$ cat src/sv/amaf_ram.sv
// generic single-port-write, single-port-read ram with registered read
module amaf_ram #(
	parameter int WIDTH = 9,
	parameter int DEPTH = 8
) (
	input  logic                                   clk,
	input  logic                                   we,
	input  logic [((DEPTH > 1) ? $clog2(DEPTH) : 1)-1:0] waddr,
	input  logic [WIDTH-1:0]                       wdata,
	input  logic [((DEPTH > 1) ? $clog2(DEPTH) : 1)-1:0] raddr,
	output logic [WIDTH-1:0]                       rdata
);
	logic [WIDTH-1:0] mem [DEPTH];

	always_ff @(posedge clk) begin
		if (we) begin
			mem[waddr] <= wdata;
		end
		rdata <= mem[raddr];
	end
endmodule

$ cat config.mk
export PLATFORM = sky130hd
export DESIGN_NAME = amaf_ram
export DESIGN_NICKNAME = d
export VERILOG_FILES = /design/src/sv/amaf_ram.sv
export SDC_FILE = /design/constraint.sdc
export NUM_CORES = 1
export LEC_CHECK = 0
export ABC_AREA = 1
export BUFFER_PORTS_ARGS = -buffer_cell sky130_fd_sc_hd__buf_2
export CORE_MARGIN = 2
export CORE_UTILIZATION = 50
export DETAILED_ROUTE_END_ITERATION = 6
export PLACE_DENSITY = 0.78
export SLEW_MARGIN = 15
export SYNTH_ARGS = -nofsm -noshare
export SYNTH_HDL_FRONTEND = slang
export SYNTH_SLANG_ARGS = --single-unit
$ cat constraint.sdc
create_clock -name clk -period 1.2 [get_ports clk]
set_clock_uncertainty 0.15 [all_clocks]
set_input_delay 0.12 -clock clk [delete_from_list [all_inputs] [get_ports clk]]
set_output_delay 0.12 -clock clk [all_outputs]
set_load 0.05 [all_outputs]
# Yosys cells after proc, flatten, opt, wreduce, memory -nomap -nowiden
# Memory sizes are Yosys's and may differ from the RTL's. A register that Yosys moved wholly into a read port is not among the register bits.
# Cells that the tools add are included.
# totals
wordCells,3
memories,1
mem_bits_rw,72
regBits,0
# memory_table
name,words,word_bits,rd,rd_clocked_by_memory_dff,wr,line_no,text
mem,8,9,1,1,1,13,logic [WIDTH-1:0] mem [DEPTH];
# classes
muxes,2
# op_table
cell,count
1-bit two-way mux,2

# Depth between registers and ports, before layout
# Gate-level depths: netlist of the first run.
# logic_depth
depth_word,2
ltp_mapped,8
depth_no_buf,6

# Worst setup path before layout of the first run
# No wires, ideal clock.
# synth_timing
path_type,input to register
startpoint,input port waddr[0] (netlist name)
endpoint,"memory mem[0][0], enable pin"
arrival_ns,0.666
required_ns,0.676
cell_stages,3
setup_ns,0.374
slack_ns,0.010
path_buffers,0
cell_sequence,inv_1 nand2_1 nor2_1
# synth_rtl
element,line_no,text
"start, declared",8,"input logic [((DEPTH > 1) ? $clog2(DEPTH) : 1)-1:0] waddr,"
"end, declared",13,
# No word-level cell before the write port.

# Worst setup path in the final report of the first run
# layout_timing
startpoint,register rdata[3] (read register of mem)
endpoint,output port rdata[3]
# layout_rtl
element,line_no,text
"start, declared",11,output logic [WIDTH-1:0] rdata
# No word-level cell between the ends.

==> results of run 1 <==
-- timing repair --
item	4_1_cts	5_1_grt
gates resized for setup	5	6
endpoints found under the hold margin	72	0
cloned	0	0
setup endpoints to repair	5	6
hold buffers	9	0
-- synthesized netlist by cell type --
cell / number / area (µm²)
buf_2: 2 / 10.01
edfxtp_1: 72 / 2162
nand2_1: 123 / 461.7
nand3_1: 36 / 180.2
clkinv_1: 1 / 3.750
inv_4: 2 / 12.51
inv_1: 75 / 281.5
buf_4: 4 / 30.03
nor2_1: 8 / 30.03
buf_6: 5 / 56.30
dfxtp_1: 9 / 180.2
-- through the flow --
step           utilization  area [µm²]  cells  total power [mW]  setup WS (ns)
6_report            0.5994        4005    470             5.928        0.02443
5_1_grt             0.5994        4005    470             6.147       0.009280
4_1_cts             0.5968        3988    470             5.954       0.001583
3_5_place_dp        0.5489        3667    445             3.801       0.005430
3_3_place_gp        0.5489        3667    445             3.787        0.03868
2_1_floorplan            -        3408    337             3.625       0.009893
-- worst paths after layout --
path | startpoint | endpoint | slack [ns] | depth (start not counted)
setup / recovery | rdata[3]$_DFF_P_ | rdata[3] | 0.02 | 1
hold / removal | raddr[2] | rdata[5]$_DFF_P_ | 0.03 | 4
setup reg to reg | mem[6][6]$_DFFE_PP_ | rdata[6]$_DFF_P_ | 0.14 | 6
hold reg to reg | mem[2][6]$_DFFE_PP_ | rdata[6]$_DFF_P_ | 0.50 | 6
-- logic make-up after synthesis --
logic type             after synthesis  share of synthesized area
buffers and inverters               89                     0.1156
flip-flops                          81                     0.6872
AND/OR/NAND/NOR                    167                     0.1971
-- cell usage in the layout, fill, tap and decap left out --
| cell type | Yosys | final |
|---|---|---|
| nand2_1 | 123 | 123 |
| inv_1 | 75 | 75 |
| edfxtp_1 | 72 | 72 |
| nand3_1 | 36 | 36 |
| buf_2 | 2 | 16 |
| buf_4 | 4 | 15 |
| clkbuf_8 | 0 | 9 |
| dlygate4sd3_1 | 0 | 9 |
| dfxtp_1 | 9 | 9 |
| nor2_1 | 8 | 8 |
| clkbuf_4 | 0 | 4 |
| inv_4 | 2 | 2 |
| clkinvlp_4 | 0 | 2 |
| bufinv_16 | 0 | 2 |
| clkinv_2 | 0 | 2 |
| buf_6 | 5 | 2 |
| buf_12 | 0 | 2 |
| clkinv_1 | 1 | 1 |
| inv_6 | 0 | 1 |
-- sequential cells by signal, summed over array words and instances, names as in the netlist --
register / cells
mem: 72
rdata: 9
-- metal layers --
| metal | up-vias | share of wire |
|---|---|---|
| li1 | 1133 | - |
| met1 | 1064 | 0.41 |
| met2 | 87 | 0.49 |
| met3 | 17 | 0.073 |
| met4 | 0 | 0.031 |
| met5 | - | 0 |
-- area by class of cell --
| class | instances | area (µm²) | share of cell area |
|---|---|---|---|
| sequential | 81 | 2342 | 0.5848 |
| multi-input combinational | 167 | 671.9 | 0.1678 |
| timing repair buffer | 48 | 375.4 | 0.09372 |
| inverter | 78 | 297.8 | 0.07435 |
| clock buffer | 9 | 123.9 | 0.03093 |
| tap | 80 | 100.1 | 0.02499 |
| clock inverter | 7 | 93.84 | 0.02343 |
-- where the power goes --
group	switching, mW	internal, mW
logic	0.387	0.187
registers	0.0311	3.18
clock network	0.974	1.17
total	1.39	4.54
==> summary.md, run 1 <==
| Metric | Value |
|---|---|
| Buffers on Ports | `25` |
| Maximum capacitance violations | `0` |
| Global-route wire length before repair | `11,180 µm` |
| Die area | `approximately 7500 µm²` |
| Clk buf depth | `2` |
| CP Launch Type | `register` |
| Required @ worst endpoint | `~0.93 ns` |
| Synth unique cells | `11` |
| Unrepaired setup endpoints after global routing | `false` |
| DR WL/cell | `roughly 14 µm` |
| Critical path's largest stage delay | `around 0.38 ns` |
| Sequential fraction of the synthesis area | `0.6872` |
| Global route overflow | `0` |
| Buf/Inv on CP | `1` |
| Routed wire length | `between 6000 and 7000 µm` |
| Later-pin clock latency in the skew report | `between 0.3 and 0.4 ns` |
| Starting Density | `0.5101` |
| RePlAce Congestion | `0.8136` |
| N_diodes | `0` |
| Grt met1 use | `0.2481` |
| Final antenna-violating net count | `0` |
| Yosys Warn Count | `0` |
| Highest Clock Rate | `0.8507 GHz` |
| Setup tns final | `0 ns` |
| Die X | `between 80 and 90 µm` |
| TritonCTS Buffers | `9` |
| Detailed-route via count | `approximately 2,300` |
| CTS root buffer | `clkbuf_8` |
| CP cell instances | `buf_6` |
| Worst Hold Class | `input port to register` |
| Status | `finished clean` |
| Post-Synthesis Net Count | `354` |
| Clk slew on worst S/H paths | `0.08 ns` |
| GR peak layer | `met2` |
| CP max FO | `1` |
| Syn Inst Count | `~340` |
| Clock sinks | `81` |
| Nature of the critical path endpoint | `primary output` |
| CP top delay family | `flip-flops` |
| Worst-Margin Slew | `about 0.35 ns` |
| Fraction of layout cells with a size suffix above 1 | `0.1462` |
| Leak pwr | `between 1.5 and 2 nW` |
| Final setup fails | `0` |
| Fin. max-slew vios | `0` |
| Final hold vios | `0` |
| Final min period | `1.176 ns` |
| DRC | `0` |
| Fillers | `521` |
| Nets | `between 400 and 500` |
| Grt met2 use | `0.3287` |
| Yosys reg bits | `81` |
| Critical-path top delay cell | `dfxtp_1` |
| Initial DRC Count | `210` |
| PwrDens | `~1500 nW/µm²` |
| Fin Hold WS | `approximately 0.027 ns` |
| CP Data Arrival Time | `0.91 ns` |
| Mean Syn Cell Area | `a little over 10 µm²` |
| FP Rows | `30` |
| Rel. slew slack | `0.7651` |
| Worst VDD drop | `925.5 µV` |
| Largest net degree at the start of global routing | `37` |
| Via/cell ratio | `4.896` |
| Num ports | `26` |
| Htree depth | `3` |
| Area growth syn-to-layout | `17.51%` |
| Grt met3 use | `0.05333` |
| Initial antenna violation count | `0` |
| Crit share post-route | `0.9796` |
| Worst setup path class | `register to primary output` |
| Setup Buffers After CTS | `0` |
| Die height | `~87 µm` |
| Post-Syn Area | `between 3000 and 4000 µm²` |
| CTS tree | `done` |
| Total track usage | `0.2035` |
| Number of global-route vias before repair | `~2,400` |
| Drt pass-1 iters | `4` |
| Core area | `between 6000 and 7000 µm²` |
| HPWL Detailed | `roughly 4400 µm` |
(Power assumes the default switching activity.)
==> run 2: changes to the inputs <==
REMOVE_ABC_BUFFERS = 1   (was unset)
==> run 2 against run 1 <==
Against the previous run: first-iteration DRC count is 24% lower; register-to-register slack hardly changed; sequential share of layout area is 0.61 points higher; critical path depth stayed put; hold slack better by 0.014 ns; worst setup slack better by 0.016 ns; via count is 3.9% lower; largest power group unchanged; highest routed layer unchanged.
==> summary.md, run 2 (same netlist as run 1, synthesis figures left out) <==
| Metric | Value |
|---|---|
| Tot Pwr | `approximately 5.6 mW` |
| Reg-to-reg slack, setup | `roughly 0.15 ns` |
| CP Data Arrival Time | `0.89 ns` |
| Leak pwr | `approximately 1.9 nW` |
| Starting Density | `0.5101` |
| Final min period | `around 1.2 ns` |
| Worst r2r dst | `rdata[5]$_DFF_P_` |
| Detailed-route via count | `2,212` |
| Max reg flops | `72` |
| Routed wl met2 | `3301 µm` |
| Highest Clock Rate | `between 0.8 and 0.9 GHz` |
| Clk buf depth | `2` |
| Die X | `around 87 µm` |
| Final core occ | `0.5933` |
| Required @ worst endpoint | `between 0.9 and 1 ns` |
| Final antenna-violating net count | `0` |
| WL met1 | `approximately 2800 µm` |
| Fillers | `between 500 and 600` |
| Drt pass-1 iters | `4` |
| Fin Hold WS | `approximately 0.042 ns` |
| Global route overflow | `0` |
| Die area | `7493 µm²` |
| Combinational power share | `0.101` |
| Rel. slew slack | `0.7619` |
| Clock sinks | `between 80 and 90` |
| Critical path's largest stage delay | `0.30 ns` |
| Min-Delay Path Depth | `4` |
| Worst-Margin Slew | `between 0.3 and 0.4 ns` |
| Final setup fails | `0` |
| Clk slew on worst S/H paths | `0.08 ns` |
| Initial DRC Count | `roughly 160` |
| RePlAce Congestion | `between 0.8 and 0.9` |
| Later-pin clock latency in the skew report | `approximately 0.34 ns` |
| CP top delay family | `flip-flops` |
| Largest regs | `mem x72, rdata x9` |
| PwrDens | `around 1400 nW/µm²` |
| DRC | `0` |
| Commonest non-fill, non-tap cell in the layout | `nand2_1` |
| Seq pwr share | `0.571` |
| Initial antenna violation count | `0` |
| Nature of the critical path endpoint | `primary output` |
| Most flops, register | `mem` |
| Multi-input gate area | `around 670 µm²` |
| TritonCTS Buffers | `9` |
| Crit share post-route | `0.9661` |
| Most frequent cells in the layout | `nand2_1, inv_1, edfxtp_1` |
| CP Launch Type | `register` |
| CTS root buffer | `clkbuf_8` |
| Buf/Inv on CP | `1` |
| Die height | `about 87 µm` |
| Maximum capacitance violations | `0` |
| Reg2Reg Launch Point | `mem[2][5]$_DFFE_PP_` |
| Placed instance area | `about 3700 µm²` |
| CP max FO | `1` |
| Highest metal layer with signal wires | `met4` |
| Final hold vios | `0` |
| HPWL Detailed | `4226 µm` |
| Worst setup path class | `register to primary output` |
| Crit. path cell count | `1` |
| FP Rows | `30` |
| Htree depth | `3` |
| Number of global-route vias before repair | `around 2,100` |
| Worst R2R Path Depth | `6` |
| Clock network power share | `0.329` |
| Worst VDD drop | `just over 800 µV` |
| Cell-internal power | `4.317 mW` |
| Switching share of total power | `0.2318` |
| Fin. max-slew vios | `0` |
| Num ports | `26` |
| DR WL/cell | `approximately 14 µm` |
| Largest net degree at the start of global routing | `19` |
| Nets | `403` |
| Hold Startpoint | `raddr[2]` |
| Routed wire length | `roughly 6500 µm` |
| NetSw | `approximately 1.3 mW` |
| Status | `finished clean` |
| Fraction of layout cells with a size suffix above 1 | `0.1381` |
| Global-route wire length before repair | `slightly above 10,000 µm` |
| Finished Cell Area | `3964 µm²` |
| CP cell instances | `buf_2` |
| Total track usage | `0.1906` |
| Worst Hold Class | `input port to register` |
| Via/cell ratio | `4.696` |
| N_diodes | `0` |
| Setup tns final | `0 ns` |
| Area growth syn-to-layout | `16.30%` |
| CTS tree | `done` |
| Hold Path End | `rdata[3]$_DFF_P_` |
| Met3 WL | `389 µm` |
| Unrepaired setup endpoints after global routing | `false` |
| Reg area | `about 2300 µm²` |
| Core area | `roughly 6700 µm²` |
| Buffers on Ports | `25` |
| Critical-path top delay cell | `dfxtp_1` |
## run 2: cell count changes in the layout (fill, tap and decap cells not counted), sizes merged
cell,change
clkinv,+1
inv,-1
clkbuf,+3
bufinv,-1
buf,+1
clkinvlp,-2
## run 2: power groups by stage
stage / sequential [mW] / clock, mW / combinational, mW
3_5_place_dp: 3.27 / 0 / 0.530
4_1_cts: 3.21 / 1.90 / 0.562
2_1_floorplan: 3.38 / 0 / 0.192
6_report: 3.21 / 1.85 / 0.566
3_3_place_gp: 3.27 / 0 / 0.519
5_1_grt: 3.22 / 2.01 / 0.623
## run 2: how the worst max path moves through the flow
| stage | start | end | slack, ns |
|---|---|---|---|
| final | rdata[7]$_DFF_P_ | rdata[7] | 0.04 |
| after global routing | rdata[7]$_DFF_P_ | rdata[7] | 0.007 |
| after floorplan | waddr[0] | mem[0][0]$_DFFE_PP_ | 0.01 |
| after detailed placement | raddr[0] | rdata[5]$_DFF_P_ | 0.05 |
| after global placement | raddr[0] | rdata[0]$_DFF_P_ | 0.07 |
| after CTS | rdata[6]$_DFF_P_ | rdata[6] | 0.002 |
## run 2: final cells by class
cell class | count | share of cell area
clock buffers | 12 | 0.03409
multi-input cells | 167 | 0.1695
repair buffers | 49 | 0.09407
clock inverters | 4 | 0.01105
flip-flops and latches | 81 | 0.5909
inverters | 78 | 0.07513
well taps | 80 | 0.02525
## run 2: through the flow
step / setup WS [ns] / std cells
after detailed placement: 0.05346 / 446
after global placement: 0.07259 / 446
final: 0.04069 / 471
after floorplan: 0.009893 / 326
after global routing: 0.006539 / 471
after CTS: 0.001733 / 471
## run 2: timing repair
item,in CTS,in global routing
endpoints found under the setup margin,4,4
gates resized for setup,4,4
hold endpoints to repair,72,0
setup buffers,0,0
hold buffers,9,0
## run 2: routing by layer
layer  up-vias  track usage
met2        64       0.3147
met5         -            0
li1       1136            -
met1      1006       0.2382
met3         6      0.05143
met4         0      0.07955
==> run 3: changes to the inputs <==
GPL_TIMING_DRIVEN = 0   (was unset)
clock period = 1 ns   (was 1.2 ns; I/O delays follow)
==> run 3 against run 2 <==
Against the previous run: non-clock buffer count down 11; critical path depth rose by 3; largest cell class unchanged; die area did not move; register-to-register slack worse by 0.22 ns; the run now ends with negative setup slack left.
==> summary.md, run 3 (same netlist as run 1, synthesis figures left out) <==
| Metric | Value |
|---|---|
| Buffers on Ports | `25` |
| Initial antenna violation count | `0` |
| DR WL/cell | `around 14 µm` |
| Die area | `~7500 µm²` |
| Fillers | `533` |
| Routed wire length | `6614 µm` |
| Number of global-route vias before repair | `between 2,000 and 2,500` |
| Nature of the critical path endpoint | `register` |
| Worst setup path class | `input port to register` |
| Core area | `about 6700 µm²` |
| Global route overflow | `0` |
| TritonCTS Buffers | `9` |
| Setup tns final | `-2.011 ns` |
| Worst VDD drop | `1080 µV` |
| Failing checks | `negative setup slack` |
| Final hold vios | `0` |
| Max reg flops | `72` |
| Seq pwr share | `0.507` |
| Global-route wire length before repair | `9832 µm` |
| Most flops, register | `mem` |
| Detailed-route via count | `between 2,000 and 2,500` |
| Clk slew on worst S/H paths | `0.08 ns` |
| Clk buf depth | `2` |
| CTS root buffer | `clkbuf_8` |
| DRC | `0` |
| HPWL Detailed | `between 3000 and 4000 µm` |
| CP max FO | `5` |
| Fraction of layout cells with a size suffix above 1 | `0.1658` |
| Leak pwr | `approximately 1.9 nW` |
| Nets | `roughly 390` |
| Initial DRC Count | `192` |
| Cell-internal power | `between 5 and 6 mW` |
| Highest Clock Rate | `roughly 0.9 GHz` |
| Combinational power share | `0.095` |
| Htree depth | `3` |
| Largest regs | `mem x72, rdata x9` |
| Worst-Margin Slew | `just under 0.6 ns` |
| Final antenna-violating net count | `0` |
| Required @ worst endpoint | `between 1 and 1.5 ns` |
| Via/cell ratio | `4.843` |
| FP Rows | `30` |
| Later-pin clock latency in the skew report | `roughly 0.35 ns` |
| Fin. max-slew vios | `0` |
| Worst Hold Class | `input port to register` |
| Die height | `between 80 and 90 µm` |
| Rel. slew slack | `0.6050` |
| Total track usage | `0.1827` |
| Drt pass-1 iters | `4` |
| Commonest non-fill, non-tap cell in the layout | `nand2_1` |
| Final min period | `about 1.1 ns` |
| Num ports | `26` |
| Placed instance area | `roughly 3500 µm²` |
| RePlAce Congestion | `between 0.7 and 0.8` |
| Maximum capacitance violations | `0` |
| Starting Density | `0.5101` |
| Finished Cell Area | `roughly 4100 µm²` |
| CP Launch Type | `input port` |
| Crit share post-route | `1.090` |
| Clock sinks | `81` |
| Die X | `about 87 µm` |
| CP Data Arrival Time | `1.23 ns` |
| PwrDens | `~1900 nW/µm²` |
| Status | `finished with violations` |
| Post-Place Setup Slack | `-0.7641 ns` |
| Switching share of total power | `0.2145` |
| NetSw | `1.637 mW` |
| Most frequent cells in the layout | `nand2_1, inv_1, edfxtp_1` |
| CTS tree | `done` |
| Final setup fails | `33` |
| Unrepaired setup endpoints after global routing | `true` |
| Largest net degree at the start of global routing | `38` |
| Final WS setup | `-0.08951 ns` |
| Clock network power share | `0.398` |
| Area growth syn-to-layout | `20.56%` |
| N_diodes | `0` |
[run 3: cell count changes in the layout (fill, tap and decap cells not counted), sizes merged]
cell	previous run	this run
clkinvlp	0	1
buf	36	27
clkbuf	16	11
clkinv	4	1
dlygate4sd3	9	11
bufinv	1	4
[run 3: final cells by class]
type	count	area [µm²]	share of cell area
Timing Repair Buffer	38	364.1	0.08861
Multi-Input combinational cell	167	734.5	0.1787
Clock buffer	11	131.4	0.03197
Tap cell	80	100.1	0.02436
Clock inverter	5	127.6	0.03106
Sequential cell	81	2354	0.5728
Inverter	78	297.8	0.07247
[run 3: per-layer routing]
| metal | wire length [µm] | track usage | share of wire |
|---|---|---|---|
| met3 | 603 | 0.04857 | 0.091 |
| met4 | 110 | 0.07813 | 0.017 |
| met2 | 3249 | 0.3056 | 0.49 |
| met5 | 0 | 0 | 0 |
| met1 | 2651 | 0.2244 | 0.40 |
[run 3: repair_timing]
| action | in CTS | in global routing |
|---|---|---|
| pin swaps | 3 | 7 |
| setup buffers | 0 | 2 |
| resized for setup | 37 | 16 |
| hold buffers | 9 | 2 |
| setup endpoints to repair | 90 | 72 |
| hold endpoints to repair | 81 | 4 |
[run 3: worst paths after layout]
kind | start | endpoint | slack [ns] | depth (start not counted)
hold / removal | raddr[0] | rdata[3]$_DFF_P_ | 0.12 | 6
hold reg to reg | mem[1][7]$_DFFE_PP_ | rdata[7]$_DFF_P_ | 0.48 | 6
setup reg to reg | mem[2][2]$_DFFE_PP_ | rdata[2]$_DFF_P_ | -0.07 | 6
setup / recovery | raddr[2] | rdata[2]$_DFF_P_ | -0.09 | 4
[run 3: worst max-delay path, cell delays in order]
cell,delay (ns)
buf_2,0.15
dlygate4sd3_1,0.77
nand2_1,0.12
nand2_1,0.09
[run 3: stage by stage]
| stage | util | power, mW | hold WS (ns) | std cells |
|---|---|---|---|---|
| after floorplan | - | 4.286 | 0.04887 | 326 |
| after global placement | 0.5294 | 4.477 | 0.2100 | 431 |
| after detailed placement | 0.5294 | 4.505 | 0.2225 | 431 |
| after CTS | 0.5966 | 7.614 | -0.04796 | 456 |
| after global routing | 0.6150 | 7.885 | 0.1332 | 460 |
| final | 0.6150 | 7.629 | 0.1190 | 460 |
[run 3: power by group through the flow]
stage | Combinational, mW | Clock [mW] | Sequential, mW
after floorplan | 0.231 | 0 | 4.06
after global placement | 0.561 | 0 | 3.92
after detailed placement | 0.583 | 0 | 3.92
after CTS | 0.670 | 3.08 | 3.86
after global routing | 0.793 | 3.21 | 3.88
final | 0.726 | 3.04 | 3.87
