--- config.mk ---
export PLATFORM = sky130hd
export DESIGN_NAME = amaf_div
export DESIGN_NICKNAME = d
export VERILOG_FILES = /design/src/sv/amaf_div.sv
export SDC_FILE = /design/constraint.sdc
export NUM_CORES = 1
export LEC_CHECK = 0
export BUFFER_PORTS_ARGS = -buffer_cell sky130_fd_sc_hd__buf_2
export CORE_ASPECT_RATIO = 1.2
export CORE_MARGIN = 8
export CORE_UTILIZATION = 50
export CTS_BUF_LIST = sky130_fd_sc_hd__clkbuf_8
export CTS_CLUSTER_DIAMETER = 150
export CTS_CLUSTER_SIZE = 10
export DETAILED_ROUTE_END_ITERATION = 7
export PLACE_DENSITY = 0.81
export SETUP_SLACK_MARGIN = 0.3
export SLEW_MARGIN = 0
export SYNTH_ARGS = -nofsm -noshare
export SYNTH_HDL_FRONTEND = slang
export SYNTH_SLANG_ARGS = --single-unit
--- constraint.sdc ---
create_clock -name clk -period 5.3 [get_ports clk]
set_clock_uncertainty 0.05 [all_clocks]
set_input_delay 1.06 -clock clk [delete_from_list [all_inputs] [get_ports clk]]
set_output_delay 1.06 -clock clk [all_outputs]
set_load 0.05 [all_outputs]
--- src/sv/amaf_div.sv ---
// restoring divider, one quotient bit per cycle
module amaf_div #(
	parameter int SUM_W = 12,
	parameter int DIV_W = 4
) (
	input  logic             clk,
	input  logic             arst_n,
	input  logic             start,
	input  logic [SUM_W-1:0] dividend,
	input  logic [DIV_W-1:0] divisor,
	output logic             done,
	output logic [SUM_W-1:0] quotient
);
	localparam int CW = $clog2(SUM_W);

	logic             busy_q;
	logic             done_q;
	logic [CW-1:0]    cnt_q;
	logic [DIV_W-1:0] rem_q;
	logic [DIV_W-1:0] dsr_q;
	logic [SUM_W-1:0] quo_q;
	logic [DIV_W:0]   rem_sh;
	logic [DIV_W:0]   rem_dif;
	logic             fits;

	always_comb begin
		rem_sh  = {rem_q, quo_q[SUM_W-1]};
		fits    = rem_sh >= {1'b0, dsr_q};
		rem_dif = rem_sh - {1'b0, dsr_q};
	end

	always_ff @(posedge clk or negedge arst_n) begin
		if (!arst_n) begin
			busy_q <= 1'b0;
			done_q <= 1'b0;
			cnt_q  <= '0;
			rem_q  <= '0;
			dsr_q  <= '0;
			quo_q  <= '0;
		end else if (start) begin
			busy_q <= 1'b1;
			done_q <= 1'b0;
			cnt_q  <= CW'(SUM_W - 1);
			rem_q  <= '0;
			dsr_q  <= divisor;
			quo_q  <= dividend;
		end else if (busy_q) begin
			rem_q <= fits ? rem_dif[DIV_W-1:0] : rem_sh[DIV_W-1:0];
			quo_q <= {quo_q[SUM_W-2:0], fits};
			if (cnt_q == '0) begin
				busy_q <= 1'b0;
				done_q <= 1'b1;
			end else begin
				cnt_q <= cnt_q - CW'(1);
			end
		end else begin
			done_q <= 1'b0;
		end
	end

	assign done     = done_q;
	assign quotient = quo_q;
endmodule

== Word level (Yosys, flattened, before mapping) ==
Cells that the tools add are included.
Word-level totals
  flip-flop bits (word level): 26
  latch bits: 0
  memory bits (writable): 0
  memory bits (read-only): 0
  input port bits: 19
  output and inout bits: 13
  logic and storage cells: 28
  memories kept: 0
Operators by class
  add/sub/neg operators: 2
  multiply operators: 0
  div/mod/pow operators: 0
  magnitude comparators: 1
  eq/ne operators: 2
  shift operators: 0
  muxes and demuxes: 14
  bitwise logic cells: 0
  reduce and logical (&&, ||, !) cells: 3
Operator list (count)
  2-to-1 mux 12 bit: 2
  2-to-1 mux 4 bit: 6
  2-to-1 mux 1 bit: 6
  greater-or-equal comparator 5 x 4 -> 1 bit: 1
  zero test 4 bit: 1
  subtractor 4 x 1 -> 4 bit (second input constant): 1
  subtractor 4 bit: 1
  != test 3 x 2 -> 1 bit (second input constant): 1
  != test 2 bit (second input constant): 1
  AND reduction 2 bit: 1
  nonzero test 2 bit: 1

== Longest topological paths before layout ==
Gate-level depths: netlist of the first run.
  depth after elaboration: 4
  depth in mapped cells: 6
  mapped depth without buffers: 6

== Least setup slack after synthesis of the first run ==
Ideal clock, no wire load.
  kind: reg2reg
  from: register quo_q[11] (netlist: quotient[11])
  to: register rem_q[1]
  setup time: 0.099 ns
  data arrival time: 2.071 ns
  data required time: 5.151 ns
  path slack: 3.080 ns
  stages on the path, launching flop included: 6
  buffers on the path: 0
  clock period less this slack: 2.220 ns
  cell sequence: dfrtp_1 inv_1 ha_1 fa_1 or3_2 a311oi_1
On the way
  cells in the longest elaborated chain, start to end: 4
  elaborated cells between the ends (all ways): 5
  classes of those cells: 1 x add/sub; 1 x order compare; 3 x mux
RTL lines
  start, declared: line 21  | logic [SUM_W-1:0] quo_q;
  start signal, assigned: line 46  | quo_q <= dividend;
  start signal, assigned: line 49  | quo_q <= {quo_q[SUM_W-2:0], fits};
  subtractor 4 bit / greater-or-equal comparator 5 x 4 -> 1 bit (equally long branches): line 29, 28
  2-to-1 mux 4 bit *: line 48  | rem_q <= fits ? rem_dif[DIV_W-1:0] : rem_sh[DIV_W-1:0];
  2-to-1 mux 4 bit *: line 47  | end else if (busy_q) begin
  2-to-1 mux 4 bit *: line 40  | end else if (start) begin
  end signal, assigned: line 48
  end, declared: line 19  | logic [DIV_W-1:0] rem_q;
Every way passes the cells marked *; elsewhere a longest branch is shown, timed or not. The select of a mux whose other input is x is not followed.
A chain may end at the register's enable or synchronous reset.

== Final worst setup path of the first run ==
  from: register quo_q[11] (netlist: quotient[11])
  to: output port quotient[11]
RTL lines
  end, declared: line 12  | output logic [SUM_W-1:0] quotient
No word-level cell between the ends.

==> report_table.html, run 1 <==
<table>
<tr><th>Metric</th><th>Value</th></tr>
<tr><th colspan="2">Route</th></tr>
<tr><td>Number of vias per cell after detailed routing</td><td>5.32</td></tr>
<tr><td>Met2 WL post-DR</td><td>1440 um</td></tr>
<tr><td>Wire length reported by the detailed router</td><td>2840 um</td></tr>
<tr><td>Detailed-route DRC error count</td><td>0</td></tr>
<tr><td>Avg WL per Cell</td><td>14.3 um</td></tr>
<tr><td>Initial DRT Pass Iterations</td><td>4</td></tr>
<tr><td>Met3 wire length</td><td>122 um</td></tr>
<tr><td>Number of design-rule violations left by the first detailed-router iteration</td><td>37</td></tr>
<tr><td>Antenna violation net count after detailed routing</td><td>0</td></tr>
<tr><td>Highest layer used for signal routing</td><td>met4</td></tr>
<tr><td>Length of routed wiring on met1</td><td>1230 um</td></tr>
<tr><td>Via count</td><td>1053</td></tr>
<tr><th colspan="2">Yosys</th></tr>
<tr><td>Fraction of synthesis flops using an asynchronous set or reset pin</td><td>1.00</td></tr>
<tr><td>Ys Warns</td><td>0</td></tr>
<tr><td>EDFF count, synth</td><td>0</td></tr>
<tr><td>Fraction of synthesized cell area taken by the top area cell type</td><td>0.472</td></tr>
<tr><td>Most used DFF post-synth</td><td>sky130_fd_sc_hd__dfrtp_1</td></tr>
<tr><td>Synthesized area per cell</td><td>10.1 sq um</td></tr>
<tr><td>Total of flip-flops plus latches after synthesis</td><td>26</td></tr>
<tr><td>Post-synthesis cell type count</td><td>31</td></tr>
<tr><td>Cells after Synth</td><td>137</td></tr>
<tr><td>Cell taking the most area after synthesis</td><td>sky130_fd_sc_hd__dfrtp_1</td></tr>
<tr><td>Synthesized cell area</td><td>0.00138 sq mm</td></tr>
<tr><td>Sequential cell area fraction in the yosys report</td><td>0.472</td></tr>
<tr><td>Number of nets produced by synthesis</td><td>163</td></tr>
<tr><td>Top cells by area, synth</td><td>sky130_fd_sc_hd__dfrtp_1 (47%), sky130_fd_sc_hd__mux2i_1 (8.0%), sky130_fd_sc_hd__o21ai_0 (7.3%)</td></tr>
<tr><th colspan="2">Final layout</th></tr>
<tr><td>Area Growth Syn to Fin</td><td>17.3%</td></tr>
<tr><td>Share of cells above drive strength 1</td><td>0.250</td></tr>
<tr><td>Net count of the finished layout</td><td>191</td></tr>
<tr><td>Antenna diode count</td><td>0</td></tr>
<tr><th colspan="2">STA</th></tr>
<tr><td>Setup repair after global routing missed its margin</td><td>no</td></tr>
<tr><td>Endpoints failing setup</td><td>0</td></tr>
<tr><td>Post-route fraction of the period consumed by the critical path</td><td>0.393</td></tr>
<tr><td>Slew Limit Headroom</td><td>0.363</td></tr>
<tr><td>Least-Margin Pin Slew</td><td>0.955 ns</td></tr>
<tr><td>Pins over their slew limit</td><td>0</td></tr>
<tr><td>Final critical delay including setup and external delays</td><td>2.08 ns</td></tr>
<tr><td>Total negative slack for setup checks</td><td>0 ns</td></tr>
<tr><td>Final hold viol count</td><td>0</td></tr>
<tr><td>Highest attainable clock frequency</td><td>481 MHz</td></tr>
<tr><td>Worst hold slack after final layout</td><td>0.481 ns</td></tr>
<tr><th colspan="2">Critical path</th></tr>
<tr><td>Required time of the critical path</td><td>4.19 ns</td></tr>
<tr><td>Critical Path Source Type</td><td>flip-flop</td></tr>
<tr><td>CP Data Arrival Time</td><td>0.97 ns</td></tr>
<tr><td>Delay of the slowest critical-path stage</td><td>0.41 ns</td></tr>
<tr><td>Sum of buffers and inverters on the critical path</td><td>1</td></tr>
<tr><td>Type of destination of the critical path</td><td>output pin</td></tr>
<tr><td>Kind of critical path</td><td>flip-flop to output pin</td></tr>
<tr><td>Series of cell instances along the critical path</td><td>buf_2</td></tr>
<tr><td>CP max-delay cell</td><td>sky130_fd_sc_hd__dfrtp_1</td></tr>
<tr><td>Cell family with most CP delay</td><td>flip-flops</td></tr>
<tr><td>Top fanout value on the critical path</td><td>4</td></tr>
<tr><th colspan="2">Power and ir drop</th></tr>
<tr><td>IR drop worst, VDD</td><td>0.282 mV</td></tr>
<tr><td>Leakage power figure</td><td>0.833 nW</td></tr>
<tr><td>Total power</td><td>670 uW</td></tr>
<tr><td>Power density over cell area</td><td>415 mW/mm^2</td></tr>
<tr><th colspan="2">Floorplan</th></tr>
<tr><td>Die outline width</td><td>63.9 um</td></tr>
<tr><td>Vertical extent of the die</td><td>73.5 um</td></tr>
<tr><td>I/O Pins</td><td>32</td></tr>
<tr><td>Core Rows</td><td>21</td></tr>
<tr><td>Full die area</td><td>0.00470 sq mm</td></tr>
<tr><td>Core area</td><td>0.00271 sq mm</td></tr>
<tr><td>Starting Density</td><td>0.509</td></tr>
<tr><th colspan="2">CTS</th></tr>
<tr><td>Max Buffers Root-to-Sink</td><td>2</td></tr>
<tr><td>Root buffer selected by CTS</td><td>sky130_fd_sc_hd__clkbuf_8</td></tr>
<tr><td>H-tree Lvls</td><td>1</td></tr>
<tr><td>Clock transition time at the flip-flop clock pins of the worst setup and hold paths</td><td>0.09 ns</td></tr>
<tr><td>CTS tree</td><td>yes</td></tr>
<tr><td>Number of setup buffers added after CTS</td><td>0</td></tr>
<tr><td>Clock Latency Late Sink</td><td>0.27 ns</td></tr>
<tr><td>CTS buffer count</td><td>3</td></tr>
<tr><td>Number of clock sinks</td><td>26</td></tr>
<tr><td>Post-cts sizing count</td><td>0</td></tr>
<tr><td>Number of buffers inserted for hold repair after clock tree synthesis</td><td>0</td></tr>
<tr><th colspan="2">GRT</th></tr>
<tr><td>Initial antenna violation count</td><td>0</td></tr>
<tr><td>Vias in the first global route</td><td>1072</td></tr>
<tr><td>Global-route wire length before repair</td><td>4720 um</td></tr>
<tr><td>Pin count of the biggest net entering global routing</td><td>43</td></tr>
<tr><td>Total gr overflow</td><td>0</td></tr>
<tr><td>Global-route usage over all layers</td><td>0.124</td></tr>
<tr><th colspan="2">Placement</th></tr>
<tr><td>Final weighted congestion in routability-driven placement</td><td>0.820</td></tr>
<tr><td>Count of port buffers added during placement</td><td>31</td></tr>
<tr><th colspan="2">Worst hold path</th></tr>
<tr><td>Worst Hold Class</td><td>flip-flop to flip-flop</td></tr>
<tr><th colspan="2">Status</th></tr>
<tr><td>Result of the run</td><td>completed</td></tr>
<tr><th colspan="2">Run</th></tr>
<tr><td>Maximum capacitance violations</td><td>0</td></tr>
</table>
cells in the mapped netlist (2+ instances only):
cell                       count
sky130_fd_sc_hd__xor2_1        3
sky130_fd_sc_hd__clkbuf_1      7
sky130_fd_sc_hd__nand3b_1      2
sky130_fd_sc_hd__o21ai_0      20
sky130_fd_sc_hd__or3_2         2
sky130_fd_sc_hd__a311oi_1      4
sky130_fd_sc_hd__nand2b_1      4
sky130_fd_sc_hd__nand2_1      15
sky130_fd_sc_hd__nor2_1        7
sky130_fd_sc_hd__nand3_1       2
sky130_fd_sc_hd__mux2i_1      11
sky130_fd_sc_hd__a21oi_1       2
sky130_fd_sc_hd__ha_1          6
sky130_fd_sc_hd__inv_1         8
sky130_fd_sc_hd__nor3b_1       2
sky130_fd_sc_hd__nor3_1        2
sky130_fd_sc_hd__dfrtp_1      26
power by group:
group          internal, mW  switching (mW)  total, mW
sequential            0.228          0.0260      0.254
combinational        0.0997           0.151      0.251
clock                 0.101          0.0637      0.165
layout make-up:
type	count	area, sq um
clock buffers	3	41.3
clock inverters	1	30.0
fillers	247	1090
inverters	8	30.0
multi-input cells	95	666
flip-flops and latches	26	651
well taps	34	42.5
repair buffers	31	155
cells in the final DEF, fill, tap and decap left out:
cell,count
sky130_fd_sc_hd__nand3_1,2
sky130_fd_sc_hd__dfrtp_1,26
sky130_fd_sc_hd__nand2_1,15
sky130_fd_sc_hd__nor3b_1,2
sky130_fd_sc_hd__inv_1,8
sky130_fd_sc_hd__a311oi_1,4
sky130_fd_sc_hd__or3_2,2
sky130_fd_sc_hd__mux2i_1,11
sky130_fd_sc_hd__or2_1,1
sky130_fd_sc_hd__o32ai_1,1
sky130_fd_sc_hd__or3_1,1
sky130_fd_sc_hd__a211o_1,1
sky130_fd_sc_hd__a21oi_1,2
sky130_fd_sc_hd__nor2b_1,1
sky130_fd_sc_hd__buf_2,31
sky130_fd_sc_hd__a22o_1,1
sky130_fd_sc_hd__nand2b_1,4
sky130_fd_sc_hd__nor2_1,7
sky130_fd_sc_hd__xnor2_1,1
sky130_fd_sc_hd__or3b_2,1
sky130_fd_sc_hd__ha_1,6
sky130_fd_sc_hd__o21ai_0,20
sky130_fd_sc_hd__xor2_1,3
sky130_fd_sc_hd__a2111oi_4,1
sky130_fd_sc_hd__nand3b_1,2
sky130_fd_sc_hd__nor3_1,2
sky130_fd_sc_hd__a31oi_1,1
sky130_fd_sc_hd__or2_4,1
sky130_fd_sc_hd__mux2_2,1
sky130_fd_sc_hd__clkbuf_8,3
sky130_fd_sc_hd__fa_1,1
sky130_fd_sc_hd__bufinv_16,1
kinds of logic (layout without fill, tap and decap cells):
| group | after synthesis | after routing | synth area share |
|---|---|---|---|
| AND/OR/NAND/NOR | 41 | 41 | 0.152 |
| AO/OA/AOI/OAI | 31 | 31 | 0.149 |
| flip-flops | 26 | 26 | 0.472 |
| buffers and inverters | 16 | 43 | 0.0445 |
| multiplexers | 12 | 12 | 0.0881 |
| adder cells (fa/ha/maj) | 7 | 7 | 0.0690 |
| XOR/XNOR | 4 | 4 | 0.0254 |
through the flow:
stage | std cells | utilization | setup slack (ns) | cell area [sq um]
global route | 198 | 0.597 | 3.09 | 1620
detailed placement | 194 | 0.571 | 3.18 | 1540
global placement | 194 | 0.571 | 3.21 | 1540
CTS | 198 | 0.597 | 3.23 | 1620
floorplan | 137 | - | 3.08 | 1380
finish | 198 | 0.597 | 3.22 | 1620
state kept, by name, indices dropped and copies added (netlist names):
name / cells
busy_q: 1
quotient: 12
rem_q: 4
dsr_q: 4
done: 1
cnt_q: 4
path summary, 6_finish.rpt:
kind                       cells past startpoint         start  slack [ns]            to
hold reg to reg                                1      cnt_q[1]        0.48      cnt_q[1]
setup / recovery                               1  quotient[11]        3.22  quotient[11]
hold / removal                                 1      cnt_q[1]        0.48      cnt_q[1]
setup reg to reg                               5  quotient[11]        3.23      rem_q[1]
max in group asynchronous                      1        arst_n        4.10      cnt_q[1]
min in group asynchronous                      1        arst_n        0.72      dsr_q[3]
routing by layer:
layer	vias up	global-route usage
li1	527	-
met1	497	0.140
met2	24	0.218
met3	5	0.0305
met4	0	0.0521
met5	-	0
Power figures use the tool's default switching activity.
==> run 2: changes to the inputs <==
- ABC_AREA: default -> 1
- clock period: 5.3 -> 2 ns (I/O delays scaled with it)
==> run 2 against run 1 <==
- register-to-register slack got worse by 2.8 ns
- critical endpoint is now rem_q[2]
- critical path type is now flip-flop to flip-flop
- flip-flop and latch count is the same
- non-clock buffer count increased by 1
- hold slack worse by 0.41 ns
- cell count rose by 13%
- highest routed layer unchanged
- combinational power rose to 2.5 times the previous value
- worst setup slack got worse by 2.8 ns
- clock-buffer cell count grew 1
==> report_table.html, run 2 <==
<table>
<tr><th>Metric</th><th>Value</th></tr>
<tr><th colspan="2">Status</th></tr>
<tr><td>Result of the run</td><td>completed</td></tr>
<tr><th colspan="2">CTS</th></tr>
<tr><td>Number of setup buffers added after CTS</td><td>0</td></tr>
<tr><td>CTS buffer count</td><td>3</td></tr>
<tr><td>Max Buffers Root-to-Sink</td><td>2</td></tr>
<tr><td>Clock Latency Late Sink</td><td>0.26 ns</td></tr>
<tr><td>CTS tree</td><td>yes</td></tr>
<tr><td>Number of buffers inserted for hold repair after clock tree synthesis</td><td>0</td></tr>
<tr><td>Root buffer selected by CTS</td><td>sky130_fd_sc_hd__clkbuf_8</td></tr>
<tr><td>Number of clock sinks</td><td>26</td></tr>
<tr><td>H-tree Lvls</td><td>1</td></tr>
<tr><td>Clock transition time at the flip-flop clock pins of the worst setup and hold paths</td><td>0.09 ns</td></tr>
<tr><th colspan="2">Route</th></tr>
<tr><td>Antenna violation net count after detailed routing</td><td>0</td></tr>
<tr><td>Avg WL per Cell</td><td>13.0 um</td></tr>
<tr><td>Initial DRT Pass Iterations</td><td>4</td></tr>
<tr><td>Detailed-route DRC error count</td><td>0</td></tr>
<tr><td>Met2 WL post-DR</td><td>1560 um</td></tr>
<tr><td>Number of design-rule violations left by the first detailed-router iteration</td><td>27</td></tr>
<tr><td>Number of vias per cell after detailed routing</td><td>5.09</td></tr>
<tr><td>Length of routed wiring on met1</td><td>1210 um</td></tr>
<tr><td>Highest layer used for signal routing</td><td>met4</td></tr>
<tr><td>Wire length reported by the detailed router</td><td>2910 um</td></tr>
<tr><td>Via count</td><td>1134</td></tr>
<tr><td>Met3 wire length</td><td>117 um</td></tr>
<tr><th colspan="2">Yosys</th></tr>
<tr><td>Sequential cell area fraction in the yosys report</td><td>0.489</td></tr>
<tr><td>Number of nets produced by synthesis</td><td>183</td></tr>
<tr><td>Most frequent cell after synthesis</td><td>sky130_fd_sc_hd__nand2_1</td></tr>
<tr><td>Cells after Synth</td><td>157</td></tr>
<tr><td>Fraction of synthesized cell area taken by the top area cell type</td><td>0.489</td></tr>
<tr><td>Top cells by area, synth</td><td>sky130_fd_sc_hd__dfrtp_1 (49%), sky130_fd_sc_hd__nand2_1 (15%), sky130_fd_sc_hd__ha_1 (5.6%)</td></tr>
<tr><td>Total of flip-flops plus latches after synthesis</td><td>26</td></tr>
<tr><td>EDFF count, synth</td><td>0</td></tr>
<tr><td>Cell taking the most area after synthesis</td><td>sky130_fd_sc_hd__dfrtp_1</td></tr>
<tr><td>Post-synthesis cell type count</td><td>22</td></tr>
<tr><td>Synthesized area per cell</td><td>8.48 sq um</td></tr>
<tr><td>Ys Warns</td><td>0</td></tr>
<tr><td>Leading cell types by count after synthesis</td><td>sky130_fd_sc_hd__nand2_1 (52), sky130_fd_sc_hd__dfrtp_1 (26), sky130_fd_sc_hd__inv_1 (20)</td></tr>
<tr><td>Fraction of synthesis flops using an asynchronous set or reset pin</td><td>1.00</td></tr>
<tr><td>Synthesized cell area</td><td>0.00133 sq mm</td></tr>
<tr><td>Most used DFF post-synth</td><td>sky130_fd_sc_hd__dfrtp_1</td></tr>
<tr><th colspan="2">Critical path</th></tr>
<tr><td>Most common cell type on the critical path</td><td>sky130_fd_sc_hd__nand2_1</td></tr>
<tr><td>Kind of critical path</td><td>flip-flop to flip-flop</td></tr>
<tr><td>Critical Path Source Type</td><td>flip-flop</td></tr>
<tr><td>Type of destination of the critical path</td><td>flip-flop</td></tr>
<tr><td>Series of cell instances along the critical path</td><td>inv_1, ha_1, fa_1, xor2_1, nand2_1, nand3_1, nand2_1</td></tr>
<tr><td>Delay of the slowest critical-path stage</td><td>0.39 ns</td></tr>
<tr><td>Top fanout value on the critical path</td><td>3</td></tr>
<tr><td>CP Data Arrival Time</td><td>1.68 ns</td></tr>
<tr><td>CP max-delay cell</td><td>sky130_fd_sc_hd__fa_1</td></tr>
<tr><td>Required time of the critical path</td><td>2.11 ns</td></tr>
<tr><th colspan="2">Final layout</th></tr>
<tr><td>Multi-input combinational cell area</td><td>584 sq um</td></tr>
<tr><td>Top library cells by usage in the layout, fill and taps aside</td><td>sky130_fd_sc_hd__nand2_1 (52), sky130_fd_sc_hd__buf_2 (31), sky130_fd_sc_hd__dfrtp_1 (25), sky130_fd_sc_hd__inv_1 (20), sky130_fd_sc_hd__nand3_1 (15)</td></tr>
<tr><td>Net count of the finished layout</td><td>217</td></tr>
<tr><td>Register cell area after layout</td><td>652 sq um</td></tr>
<tr><td>Share of the core filled with cells</td><td>0.626</td></tr>
<tr><td>Share of cells above drive strength 1</td><td>0.247</td></tr>
<tr><td>Area Growth Syn to Fin</td><td>18.8%</td></tr>
<tr><td>Total of fill cells in the finished design</td><td>227</td></tr>
<tr><td>Most common library cell in the layout ignoring fill and taps</td><td>sky130_fd_sc_hd__nand2_1</td></tr>
<tr><td>Flip-flop count of the largest register, all copies and words added</td><td>12</td></tr>
<tr><td>Antenna diode count</td><td>0</td></tr>
<tr><th colspan="2">Floorplan</th></tr>
<tr><td>Core area</td><td>0.00253 sq mm</td></tr>
<tr><td>Starting Density</td><td>0.527</td></tr>
<tr><td>Vertical extent of the die</td><td>72.5 um</td></tr>
<tr><td>Die outline width</td><td>63.1 um</td></tr>
<tr><td>I/O Pins</td><td>32</td></tr>
<tr><td>Core Rows</td><td>20</td></tr>
<tr><td>Full die area</td><td>0.00458 sq mm</td></tr>
<tr><th colspan="2">GRT</th></tr>
<tr><td>Global-route wire length before repair</td><td>5010 um</td></tr>
<tr><td>Pin count of the biggest net entering global routing</td><td>27</td></tr>
<tr><td>Vias in the first global route</td><td>1205</td></tr>
<tr><td>Global-route usage over all layers</td><td>0.131</td></tr>
<tr><td>Initial antenna violation count</td><td>0</td></tr>
<tr><td>Total gr overflow</td><td>0</td></tr>
<tr><th colspan="2">Power and ir drop</th></tr>
<tr><td>Leakage power figure</td><td>0.855 nW</td></tr>
<tr><td>IR drop worst, VDD</td><td>0.679 mV</td></tr>
<tr><td>Power density over cell area</td><td>1020 mW/mm^2</td></tr>
<tr><th colspan="2">STA</th></tr>
<tr><td>Worst hold slack after final layout</td><td>0.0698 ns</td></tr>
<tr><td>Endpoints failing setup</td><td>0</td></tr>
<tr><td>Final hold viol count</td><td>0</td></tr>
<tr><td>Final critical delay including setup and external delays</td><td>1.57 ns</td></tr>
<tr><td>Post-route fraction of the period consumed by the critical path</td><td>0.786</td></tr>
<tr><td>Slew Limit Headroom</td><td>0.620</td></tr>
<tr><td>Total negative slack for setup checks</td><td>0 ns</td></tr>
<tr><td>Least-Margin Pin Slew</td><td>0.570 ns</td></tr>
<tr><td>Setup repair after global routing missed its margin</td><td>no</td></tr>
<tr><td>Pins over their slew limit</td><td>0</td></tr>
<tr><td>Highest attainable clock frequency</td><td>636 MHz</td></tr>
<tr><th colspan="2">Worst hold path</th></tr>
<tr><td>Worst Hold Class</td><td>primary input to asynchronous set/reset pin</td></tr>
<tr><th colspan="2">Placement</th></tr>
<tr><td>Count of port buffers added during placement</td><td>31</td></tr>
<tr><td>Detail Placement HPWL</td><td>2270 um</td></tr>
<tr><td>Final weighted congestion in routability-driven placement</td><td>0.895</td></tr>
<tr><th colspan="2">Run</th></tr>
<tr><td>Maximum capacitance violations</td><td>0</td></tr>
</table>
-- run 2: metrics by stage --
step | area (sq um) | total power, mW | worst slack (ns) | instances
4_1_cts | 1580 | 1.62 | 0.400 | 223
3_5_place_dp | 1520 | 1.29 | 0.436 | 219
5_1_grt | 1580 | 1.72 | 0.327 | 223
6_report | 1580 | 1.62 | 0.428 | 223
2_1_floorplan | 1330 | 1.14 | 0.334 | 157
3_3_place_gp | 1520 | 1.27 | 0.468 | 219
-- run 2: per-layer routing --
| metal | vias up | GRT usage |
|---|---|---|
| li1 | 569 | - |
| met1 | 537 | 0.142 |
| met2 | 26 | 0.249 |
| met3 | 2 | 0.0262 |
| met4 | 0 | 0.0381 |
| met5 | - | 0 |
-- run 2: logic make-up (layout without fill, tap and decap cells) --
kind of cell / count (synthesis) / in the layout / synth area share
xor gates and xnor gates: 1 / 1 / 0.00658
and+or+nand+nor: 79 / 79 / 0.261
DFF: 26 / 26 / 0.489
adders and majority gates: 7 / 7 / 0.0714
AOI/OAI and AO/OA: 18 / 18 / 0.0977
buffers and inverters: 26 / 59 / 0.0742
-- run 2: path summary, 6_finish.rpt --
| path | from | end | slack (ns) | cells past startpoint |
|---|---|---|---|---|
| max | quotient[11] | rem_q[2] | 0.43 | 7 |
| min | arst_n | quotient[3] | 0.07 | 1 |
| max reg2reg | quotient[11] | rem_q[2] | 0.43 | 7 |
| min reg2reg | dsr_q[0] | dsr_q[0] | 0.44 | 2 |
| max in group asynchronous | arst_n | quotient[11] | 1.42 | 1 |
| min in group clk | divisor[0] | dsr_q[0] | 0.29 | 3 |
-- run 2: worst max-delay path, delay by kind of cell, from the launching register on --
kind	cells	cell delay [ns]
buf+inv	1	0.07
flops	1	0.36
simple gates	3	0.19
fa+ha+maj	2	0.64
xor+xnor	1	0.14
-- run 2: where the power goes --
group	total (mW)	switching, mW	internal (mW)	leakage [nW]
logic	0.630	0.420	0.210	0.515
registers	0.655	0.0536	0.601	0.311
clock network	0.331	0.155	0.176	0.0288
-- run 2: layout make-up --
class,instances,share of cell area
multi-input cells,105,0.369
well taps,33,0.0261
inverters,23,0.0546
repair buffers,32,0.103
clock buffers,4,0.0348
flip-flops and latches,26,0.412
-- run 2: what timing repair did --
item | in CTS | in global routing
setup endpoints to repair | 0 | 1
gates resized for setup | 0 | 1
hold endpoints to repair | 0 | 0
